File: src/design/cts_pkg.sv
package cts_pkg;

    // default cap on the point count of a move
    localparam int MAX_POINTS_DEF = 100;

    // register reset values
    localparam logic [9:0]  STEP_PERIOD_RST  = 10'd50;
    localparam logic [15:0] MAX_DURATION_RST = 16'd5000;

    // register indexes
    localparam logic REG_STEP_PERIOD  = 1'b0;
    localparam logic REG_MAX_DURATION = 1'b1;

    // item kinds carried in s_tuser
    localparam logic ACT_PLAN   = 1'b0;
    localparam logic ACT_SAMPLE = 1'b1;

    // divider length
    localparam int DIV_STEPS = 32;

    // Q1.16 one
    localparam logic [16:0] S_ONE = 17'd65536;

    typedef enum logic [3:0] {
        ST_IDLE,
        ST_DIV_GO,
        ST_DIV_WAIT,
        ST_PREP,
        ST_MUL_SS,
        ST_MUL_S3,
        ST_BLEND,
        ST_AX0,
        ST_AX1,
        ST_AX2,
        ST_STORE2,
        ST_OUT
    } st_t;

    typedef struct packed {
        logic       load;
        logic       div_start;
        logic       prep;
        logic       mul_ss;
        logic       mul_s3;
        logic       blend;
        logic       mul_ax;
        logic [1:0] ax_sel;
        logic       store_ax;
        logic [1:0] st_sel;
        logic       out_load;
    } cmd_t;

    typedef struct packed {
        logic div_done;
        logic out_free;
    } sts_t;

endpackage

File: src/design/cts_div.sv
module cts_div import cts_pkg::*; (
    input  logic        aclk,
    input  logic        aresetn,
    input  logic        start_i,
    input  logic [31:0] dividend_i,
    input  logic [15:0] divisor_i,
    output logic [31:0] quot_o,
    output logic        done_o
);

    localparam int CntW = $clog2(DIV_STEPS);

    logic [15:0]     rem_reg,  rem_next;
    logic [31:0]     quot_reg, quot_next;
    logic [CntW-1:0] cnt_reg,  cnt_next;
    logic            busy_reg, busy_next;
    logic            done_reg, done_next;
    logic [16:0]     shifted;
    logic [16:0]     diff;

    // restoring division, one quotient bit a cycle
    always_comb begin
        shifted   = {rem_reg, quot_reg[31]};
        diff      = shifted - {1'b0, divisor_i};
        rem_next  = rem_reg;
        quot_next = quot_reg;
        cnt_next  = cnt_reg;
        busy_next = busy_reg;
        done_next = 1'b0;
        if (start_i) begin
            rem_next  = '0;
            quot_next = dividend_i;
            cnt_next  = CntW'(DIV_STEPS - 1);
            busy_next = 1'b1;
        end else if (busy_reg) begin
            if (shifted >= {1'b0, divisor_i}) begin
                rem_next  = diff[15:0];
                quot_next = {quot_reg[30:0], 1'b1};
            end else begin
                rem_next  = shifted[15:0];
                quot_next = {quot_reg[30:0], 1'b0};
            end
            cnt_next = cnt_reg - 1'b1;
            if (cnt_reg == '0) begin
                busy_next = 1'b0;
                done_next = 1'b1;
            end
        end
    end

    always_ff @(posedge aclk) begin
        rem_reg  <= rem_next;
        quot_reg <= quot_next;
        cnt_reg  <= cnt_next;
        if (!aresetn) begin
            busy_reg <= 1'b0;
            done_reg <= 1'b0;
        end else begin
            busy_reg <= busy_next;
            done_reg <= done_next;
        end
    end

    assign quot_o = quot_reg;
    assign done_o = done_reg;

endmodule

File: src/design/cts_dp.sv
module cts_dp import cts_pkg::*; #(
    parameter int MAX_POINTS = MAX_POINTS_DEF
) (
    input  logic         aclk,
    input  logic         aresetn,
    input  logic         cfg_we,
    input  logic         cfg_addr,
    input  logic [15:0]  cfg_wdata,
    input  logic [119:0] s_tdata,
    input  logic [0:0]   s_tuser,
    input  cmd_t         cmd_i,
    output sts_t         sts_o,
    input  logic         m_tready,
    output logic         m_tvalid,
    output logic [55:0]  m_tdata,
    output logic [0:0]   m_tuser
);

    localparam logic [16:0] MaxPts = 17'(MAX_POINTS);

    // configuration
    logic [9:0]  step_reg;
    logic [15:0] maxdur_reg;

    // plan state
    logic signed [15:0] plan_start_reg [3];
    logic signed [16:0] plan_delta_reg [3];
    logic [15:0]        plan_dur_reg;
    logic [6:0]         plan_pts_reg;

    // working registers
    logic               act_reg;
    logic [15:0]        t_reg;
    logic               clamp_reg;
    logic [16:0]        s_reg;
    logic [16:0]        s2_reg;
    logic [16:0]        b_reg;
    logic signed [35:0] prod_reg;
    logic [15:0]        pos_reg [3];

    // output register
    logic        m_tvalid_reg;
    logic [55:0] m_tdata_reg;
    logic        m_tuser_reg;

    // input fields
    logic [15:0] in_start [3];
    logic [15:0] in_end   [3];
    logic [15:0] in_dur;
    logic [6:0]  in_idx;

    logic [9:0]         eff_step;
    logic [15:0]        dur_clamped;
    logic [6:0]         idx_sel;
    logic               idx_over;
    logic [16:0]        t_full;
    logic [31:0]        div_dividend;
    logic [15:0]        div_divisor;
    logic [31:0]        div_quot;
    logic               div_done;
    logic [16:0]        pts_full;
    logic [16:0]        prod_hi;
    logic signed [19:0] b_wide;
    logic signed [17:0] mul_a;
    logic signed [17:0] mul_b;
    logic signed [35:0] rnd;
    logic signed [17:0] offset;
    logic signed [17:0] pos_sum;
    logic [15:0]        pos_sat;

    always_comb begin
        for (int i = 0; i < 3; i++) begin
            in_start[i] = s_tdata[16*i +: 16];
            in_end[i]   = s_tdata[48 + 16*i +: 16];
        end
        in_dur = s_tdata[111:96];
        in_idx = s_tdata[118:112];
    end

    // a zero step period acts as one
    assign eff_step    = (step_reg == '0) ? 10'd1 : step_reg;
    assign dur_clamped = (in_dur > maxdur_reg) ? maxdur_reg : in_dur;
    assign idx_over    = in_idx >= plan_pts_reg;
    assign idx_sel     = idx_over ? plan_pts_reg - 7'd1 : in_idx;
    assign t_full      = 17'(eff_step * idx_sel);

    always_ff @(posedge aclk) begin
        if (!aresetn) begin
            step_reg   <= STEP_PERIOD_RST;
            maxdur_reg <= MAX_DURATION_RST;
        end else if (cfg_we) begin
            case (cfg_addr)
                REG_STEP_PERIOD:  step_reg   <= cfg_wdata[9:0];
                REG_MAX_DURATION: maxdur_reg <= cfg_wdata;
                default: ;
            endcase
        end
    end

    // plan: duration / step for the point count; sample: (t << 16) / duration
    assign div_dividend = (act_reg == ACT_PLAN) ? {16'd0, plan_dur_reg} : {t_reg, 16'd0};
    assign div_divisor  = (act_reg == ACT_PLAN) ? {6'd0, eff_step} : plan_dur_reg;

    cts_div u_div (
        .aclk       (aclk),
        .aresetn    (aresetn),
        .start_i    (cmd_i.div_start),
        .dividend_i (div_dividend),
        .divisor_i  (div_divisor),
        .quot_o     (div_quot),
        .done_o     (div_done)
    );

    assign pts_full = {1'b0, div_quot[15:0]} + 17'd1;
    assign prod_hi  = prod_reg[32:16];

    // shared multiplier operands
    always_comb begin
        mul_a = $signed({1'b0, s_reg});
        mul_b = $signed({1'b0, s_reg});
        if (cmd_i.mul_s3) begin
            mul_a = $signed({1'b0, prod_hi});
        end else if (cmd_i.mul_ax) begin
            mul_a = $signed({plan_delta_reg[cmd_i.ax_sel][16], plan_delta_reg[cmd_i.ax_sel]});
            mul_b = $signed({1'b0, b_reg});
        end
    end

    // 3 s^2 - 2 s^3
    assign b_wide = $signed({3'd0, s2_reg}) + $signed({2'd0, s2_reg, 1'b0})
                  - $signed({2'd0, prod_hi, 1'b0});

    // round half up, floor shift, add start, saturate
    assign rnd     = prod_reg + 36'sd32768;
    assign offset  = rnd[33:16];
    assign pos_sum = $signed({{2{plan_start_reg[cmd_i.st_sel][15]}},
                              plan_start_reg[cmd_i.st_sel]}) + offset;
    always_comb begin
        if (pos_sum > 18'sd32767) begin
            pos_sat = 16'h7FFF;
        end else if (pos_sum < -18'sd32768) begin
            pos_sat = 16'h8000;
        end else begin
            pos_sat = pos_sum[15:0];
        end
    end

    always_ff @(posedge aclk) begin
        if (!aresetn) begin
            for (int i = 0; i < 3; i++) begin
                plan_start_reg[i] <= '0;
                plan_delta_reg[i] <= '0;
            end
            plan_dur_reg <= '0;
            plan_pts_reg <= 7'd1;
        end else begin
            if (cmd_i.load && s_tuser[0] == ACT_PLAN) begin
                for (int i = 0; i < 3; i++) begin
                    plan_start_reg[i] <= $signed(in_start[i]);
                    plan_delta_reg[i] <= $signed({in_end[i][15], in_end[i]})
                                       - $signed({in_start[i][15], in_start[i]});
                end
                plan_dur_reg <= dur_clamped;
            end
            if (cmd_i.prep && act_reg == ACT_PLAN) begin
                plan_pts_reg <= (pts_full > MaxPts) ? MaxPts[6:0] : pts_full[6:0];
            end
        end
    end

    always_ff @(posedge aclk) begin
        if (cmd_i.load) begin
            act_reg <= s_tuser[0];
            if (s_tuser[0] == ACT_PLAN) begin
                t_reg     <= '0;
                clamp_reg <= 1'b0;
            end else begin
                t_reg     <= (t_full > {1'b0, plan_dur_reg}) ? plan_dur_reg : t_full[15:0];
                clamp_reg <= idx_over;
            end
        end
        if (cmd_i.prep) begin
            // zero duration gives s = 1, hence the end pose
            if (plan_dur_reg == '0) begin
                s_reg <= S_ONE;
            end else if (act_reg == ACT_PLAN) begin
                s_reg <= '0;
            end else begin
                s_reg <= div_quot[16:0];
            end
        end
        if (cmd_i.mul_ss || cmd_i.mul_s3 || cmd_i.mul_ax) begin
            prod_reg <= mul_a * mul_b;
        end
        if (cmd_i.mul_s3) begin
            s2_reg <= prod_hi;
        end
        if (cmd_i.blend) begin
            if (b_wide < 20'sd0) begin
                b_reg <= '0;
            end else if (b_wide > 20'sd65536) begin
                b_reg <= S_ONE;
            end else begin
                b_reg <= b_wide[16:0];
            end
        end
        if (cmd_i.store_ax) begin
            pos_reg[cmd_i.st_sel] <= pos_sat;
        end
        if (cmd_i.out_load) begin
            m_tdata_reg <= {1'b0, plan_pts_reg, pos_reg[2], pos_reg[1], pos_reg[0]};
            m_tuser_reg <= clamp_reg;
        end
    end

    always_ff @(posedge aclk) begin
        if (!aresetn) begin
            m_tvalid_reg <= 1'b0;
        end else if (cmd_i.out_load) begin
            m_tvalid_reg <= 1'b1;
        end else if (m_tready) begin
            m_tvalid_reg <= 1'b0;
        end
    end

    assign sts_o.div_done = div_done;
    assign sts_o.out_free = !m_tvalid_reg || m_tready;

    assign m_tvalid = m_tvalid_reg;
    assign m_tdata  = m_tdata_reg;
    assign m_tuser  = m_tuser_reg;

endmodule

File: src/design/cts_ctrl.sv
module cts_ctrl import cts_pkg::*; (
    input  logic aclk,
    input  logic aresetn,
    input  logic s_tvalid,
    output logic s_tready,
    output cmd_t cmd_o,
    input  sts_t sts_i
);

    st_t state_reg, state_next;

    always_ff @(posedge aclk) begin
        if (!aresetn) begin
            state_reg <= ST_IDLE;
        end else begin
            state_reg <= state_next;
        end
    end

    always_comb begin
        state_next = state_reg;
        cmd_o      = '0;
        s_tready   = 1'b0;
        case (state_reg)
            ST_IDLE: begin
                s_tready = 1'b1;
                if (s_tvalid) begin
                    cmd_o.load = 1'b1;
                    state_next = ST_DIV_GO;
                end
            end
            ST_DIV_GO: begin
                cmd_o.div_start = 1'b1;
                state_next      = ST_DIV_WAIT;
            end
            ST_DIV_WAIT: begin
                if (sts_i.div_done) begin
                    state_next = ST_PREP;
                end
            end
            ST_PREP: begin
                cmd_o.prep = 1'b1;
                state_next = ST_MUL_SS;
            end
            ST_MUL_SS: begin
                cmd_o.mul_ss = 1'b1;
                state_next   = ST_MUL_S3;
            end
            ST_MUL_S3: begin
                cmd_o.mul_s3 = 1'b1;
                state_next   = ST_BLEND;
            end
            ST_BLEND: begin
                cmd_o.blend = 1'b1;
                state_next  = ST_AX0;
            end
            ST_AX0: begin
                cmd_o.mul_ax = 1'b1;
                cmd_o.ax_sel = 2'd0;
                state_next   = ST_AX1;
            end
            ST_AX1: begin
                cmd_o.mul_ax   = 1'b1;
                cmd_o.ax_sel   = 2'd1;
                cmd_o.store_ax = 1'b1;
                cmd_o.st_sel   = 2'd0;
                state_next     = ST_AX2;
            end
            ST_AX2: begin
                cmd_o.mul_ax   = 1'b1;
                cmd_o.ax_sel   = 2'd2;
                cmd_o.store_ax = 1'b1;
                cmd_o.st_sel   = 2'd1;
                state_next     = ST_STORE2;
            end
            ST_STORE2: begin
                cmd_o.store_ax = 1'b1;
                cmd_o.st_sel   = 2'd2;
                state_next     = ST_OUT;
            end
            ST_OUT: begin
                if (sts_i.out_free) begin
                    cmd_o.out_load = 1'b1;
                    state_next     = ST_IDLE;
                end
            end
            default: begin
                state_next = ST_IDLE;
            end
        endcase
    end

endmodule

File: src/design/cubic_trajectory_sampler.sv
// Three-axis cubic trajectory sampler with zero velocity at both ends. A plan
// item (s_tuser 0) stores the start pose, end - start and the duration clamped
// to max_duration_ms, works out the point count floor(duration / step) + 1
// capped at MAX_POINTS, and answers with point 0. A sample item (s_tuser 1)
// answers with start + delta * (3s^2 - 2s^3), s = t / duration, where
// t = step_period_ms * index clamped to the duration; an index at or past the
// point count gives the last point and raises m_tuser. Zero duration gives the
// end pose. Items are worked one at a time, through the restoring divider and
// then five passes of the one shared 18x18 multiplier. The next item may be
// accepted while a result still waits in the output register.
module cubic_trajectory_sampler import cts_pkg::*; #(
    parameter int MAX_POINTS = MAX_POINTS_DEF
) (
    input  logic         aclk,
    input  logic         aresetn,
    // configuration: index 0 step_period_ms, index 1 max_duration_ms
    input  logic         cfg_we,
    input  logic         cfg_addr,
    input  logic [15:0]  cfg_wdata,
    // input items
    input  logic         s_tvalid,
    output logic         s_tready,
    // start_x, start_y, start_z, end_x, end_y, end_z, duration_ms, step_index, pad
    input  logic [119:0] s_tdata,
    // action
    input  logic [0:0]   s_tuser,
    // result items
    output logic         m_tvalid,
    input  logic         m_tready,
    // pos_x, pos_y, pos_z, point_count, pad
    output logic [55:0]  m_tdata,
    // index_clamped
    output logic [0:0]   m_tuser
);

    cmd_t cmd;
    sts_t sts;

    // sequencer: divider, then s^2, s^3, blend, three axis products
    cts_ctrl u_ctrl (
        .aclk     (aclk),
        .aresetn  (aresetn),
        .s_tvalid (s_tvalid),
        .s_tready (s_tready),
        .cmd_o    (cmd),
        .sts_i    (sts)
    );

    // plan state, divider, shared multiplier and output register
    cts_dp #(
        .MAX_POINTS (MAX_POINTS)
    ) u_dp (
        .aclk      (aclk),
        .aresetn   (aresetn),
        .cfg_we    (cfg_we),
        .cfg_addr  (cfg_addr),
        .cfg_wdata (cfg_wdata),
        .s_tdata   (s_tdata),
        .s_tuser   (s_tuser),
        .cmd_i     (cmd),
        .sts_o     (sts),
        .m_tready  (m_tready),
        .m_tvalid  (m_tvalid),
        .m_tdata   (m_tdata),
        .m_tuser   (m_tuser)
    );

endmodule
File: config.mk
export PLATFORM = sky130hd
export DESIGN_NAME = cubic_trajectory_sampler
export DESIGN_NICKNAME = d
export VERILOG_FILES = /design/src/design/cts_pkg.sv /design/src/design/cts_div.sv /design/src/design/cts_dp.sv /design/src/design/cts_ctrl.sv /design/src/design/cubic_trajectory_sampler.sv
export SDC_FILE = /design/constraint.sdc
export NUM_CORES = 2
export LEC_CHECK = 0
export BUFFER_PORTS_ARGS = -buffer_cell sky130_fd_sc_hd__buf_2
export CAP_MARGIN = 20
export CORE_UTILIZATION = 50
export DETAILED_ROUTE_END_ITERATION = 10
export PLACE_DENSITY_LB_ADDON = 0.25
export SYNTH_ARGS = -nofsm -noshare
export SYNTH_HDL_FRONTEND = slang
export SYNTH_SLANG_ARGS = --single-unit
File: constraint.sdc
create_clock -name aclk -period 13.4 [get_ports aclk]
set_clock_uncertainty 0.1 [all_clocks]
set_input_delay 2.68 -clock aclk [delete_from_list [all_inputs] [get_ports aclk]]
set_output_delay 2.68 -clock aclk [all_outputs]
set_load 0.01 [all_outputs]
==> results_dict.tcl <==
set metrics [dict create \
    ys_ff_latch 400 \
    start_util_pct 50.9 \
    r2r-start "u_ctrl.state_reg[3]$_SDFFE_PN0P_" \
    cp-startpoint "s_tdata[112]" \
    r2r_cells 27 \
    cpPeakStageDelay_ns 0.76 \
    grt_pass1_vias 26060 \
    drt_pass1_iterations 7 \
    muxShareOfSynthArea_pct 2.19 \
    via_count 25940 \
    synthCells 3583 \
    crit_slowest_cell "mux2i_1" \
    crit_end "u_dp.t_reg[11]$_SDFFCE_PN0P_" \
    worstSetupStartpointType "primary input" \
    io_buffers 199 \
    finalSetupViolations 0 \
    hold_violations 0 \
    clock_latency_ns 0.59 \
    synth_top_family_by_area "adder cells" \
    holdBufCountCts 0 \
    end_kind "flop" \
    synth-compound-area-share_pct 10.3 \
    die_h_um 267 \
    layout.nets 4508 \
    slew_headroom_pct 24.6 \
    rows 96 \
    synth-adder-area-share_pct 29.7 \
    power_density_nw_per_um2 123 \
    avgSynthCellArea_um2 9.80 \
    detailed_place_hpwl_um 69800 \
    regToRegSetupSlack_ns 3.73 \
    p_leak_nw 17.5 \
    setup_tns_ns 0 \
    fin_crit_ns 10.85 \
    ant_nets 0 \
    synth_top_flop_cell "edfxtp_1" \
    outcome "finished, final reports clean" \
    drc 0 \
    cts_tree "done" \
    synth.distinct_cells 83 \
    grtUsageTotal_pct 25.7 \
    hold_ws_ns 0.317 \
    core_um2 69100 \
    timing.max_cap.violations 0 \
    io_pins 202 \
    die_area_um2 71300 \
    cpMostUsedCell "a21o_1" \
    grt_max_degree 95 \
    worstSetupPathType "in -> reg" \
    dpl_worst_slack_ns 1.99 \
    dieWidth_um 267 \
    wl_um 89400 \
    placed_area_um2 37200 \
    cts.clk_slew.worst_paths_ns 0.06 \
    timing.final.max_slew_violations 0 \
    worstPathRequired_ns 13.57 \
    cts_resized 0 \
    max_freq_ghz 0.0921 \
    area_growth_syn_to_layout_pct 10.2 \
    rsz0062_at_grt "false" \
    synth-edff-count 323 \
    drive_above_1_share_pct 9.37 \
    peakVddDrop_mv 0.102 \
    numCtsBuffers 43 \
    fillers 6149 \
    fin_ws_ns 2.55 \
    wl_per_cell_um 19.0 \
    finalPower_w 0.00477 \
    async_flop_share_pct 0 \
    min_path_type "reg -> reg" \
    synth_nets 4344 \
    yosys.area_share.simple_pct 14.8 \
    cp.arrival_ns 11.03 \
    crit_path_max_fanout 15 \
    yosysSeqAreaShare_pct 32.0 \
    stdcell_area_um2 38700 \
    cts.path.max_buffers 3 \
    min_path_cells 0 \
    antenna_found_initial 0 \
    timing.rr.end "u_dp.prod_reg[29]$_DFFE_PP_" \
    worst_slew_pin_slew_ns 1.13 \
    routabilityCongestion 0.926 \
    synth_xor_area_share_pct 3.34 \
    overflow 0 \
    first_iter_violations 1721 \
    fin_crit_sh_pct 81.0 \
    yosys_warnings 0 \
    post_cts_buffers 0 \
    htree_levels 2 \
    synth_area_um2 35100 \
    clkSinkCount 400 \
    largest_register_ffs 51 \
    diodes 0 \
    cts_root_buffer "clkbuf_16" \
    grt_pass1_wl_um 141000 \
    vias_per_cell 5.51 \
]
[synth_stat cells, drive strengths merged, types with 8 or more instances]
cell type  number  area share (%)
inv           581             6.2
nand2         423             4.5
fa            359              20
edfxtp        323              28
nor2          279             3.0
ha            259             9.2
a21oi         115             1.8
o21ai         104             1.5
clkbuf         94             1.0
nor2b          93             1.7
xnor2          84             2.1
dfxtp          77             4.4
mux2i          77             2.2
nand3          60            0.87
nor3           53            0.76
xor2           49             1.2
nand2b         46            0.82
and2           43            0.77
o21a           40            0.85
a21o           36            0.77
and3           35            0.62
o31ai          30            0.64
a21boi         28            0.60
buf            26            0.37
o22ai          23            0.41
or3            21            0.37
o211ai         18            0.38
a211oi         17            0.36
nand4          17            0.30
a222oi         16            0.46
a31oi          16            0.29
o2111ai        16            0.40
nor4           11            0.20
o31a            9            0.22
nor3b           8            0.19
or2             8            0.14
[power breakdown]
group          total [W]  internal [W]  switching [W]
logic            0.00191      0.000819        0.00109
registers        0.00158       0.00151      0.0000694
clock network    0.00128      0.000759       0.000522
total            0.00477       0.00308        0.00169
[logic make-up after synthesis]
logic type | count (synthesis)
compound gates | 528
simple gates | 1124
other cells | 1
flops | 400
xor+xnor | 133
fa+ha+maj | 618
buf+inv | 702
mux | 77
[area by class of cell]
cell class                 instances  area (um^2)  area share [%]
tap                              931         1160            3.01
multi-input combinational       2481        21300            55.0
inverter                         582         2190            5.65
timing repair buffer             239         1300            3.35
sequential                       400        11200            29.1
clock buffer                      53         1160            2.99
clock inverter                    24          375           0.970
[critical path, delay by kind of cell]
family | cells | cell delay [ns]
AND/OR/NAND/NOR | 5 | 1.44
multiplexers | 2 | 0.97
AO/OA/AOI/OAI | 13 | 2.51
adder cells (fa/ha/maj) | 7 | 3.05
buffers and inverters | 4 | 0.21
XOR/XNOR | 1 | 0.20
[routing by layer]
layer | wire length, um | global-route usage [%] | vias up
met5 | 0 | 0 | -
met4 | 3530 | 9.71 | 0
met3 | 4870 | 3.24 | 197
met2 | 44300 | 45.0 | 756
met1 | 36700 | 32.3 | 12740
li1 | - | - | 12247
[how the worst min path moves through the flow]
stage	from	to	slack, ns
floorplan	u_dp.pos_reg[0][0]$_DFFE_PP_	m_tdata[0]$_DFFE_PP_	0.30
global placement	u_dp.pos_reg[0][15]$_DFFE_PP_	m_tdata[15]$_DFFE_PP_	0.30
detailed placement	u_dp.pos_reg[0][13]$_DFFE_PP_	m_tdata[13]$_DFFE_PP_	0.30
CTS	u_dp.pos_reg[2][9]$_DFFE_PP_	m_tdata[41]$_DFFE_PP_	0.31
global route	u_dp.pos_reg[0][13]$_DFFE_PP_	m_tdata[13]$_DFFE_PP_	0.32
finish	u_dp.pos_reg[2][3]$_DFFE_PP_	m_tdata[35]$_DFFE_PP_	0.32
[cell usage in the layout (no fill, tap or decap), types with 59 or more instances in the layout]
cell type | synthesis | routed
ha_1 | 259 | 259
nor2b_1 | 93 | 93
buf_2 | 7 | 199
nand3_1 | 59 | 59
edfxtp_1 | 323 | 323
a21oi_1 | 104 | 104
mux2i_1 | 77 | 77
inv_1 | 581 | 581
nor2_1 | 278 | 277
o21ai_0 | 81 | 80
fa_1 | 359 | 359
dfxtp_1 | 77 | 76
xnor2_1 | 83 | 83
nand2_1 | 423 | 421
[through the flow]
step / util (%) / std cells
after CTS: 56.0 / 4709
after floorplan: - / 3583
after global routing: 56.0 / 4710
after detailed placement: 53.8 / 4632
final: 56.0 / 4710
after global placement: 53.8 / 4632
Note: power is estimated with default switching activity, not from simulation.
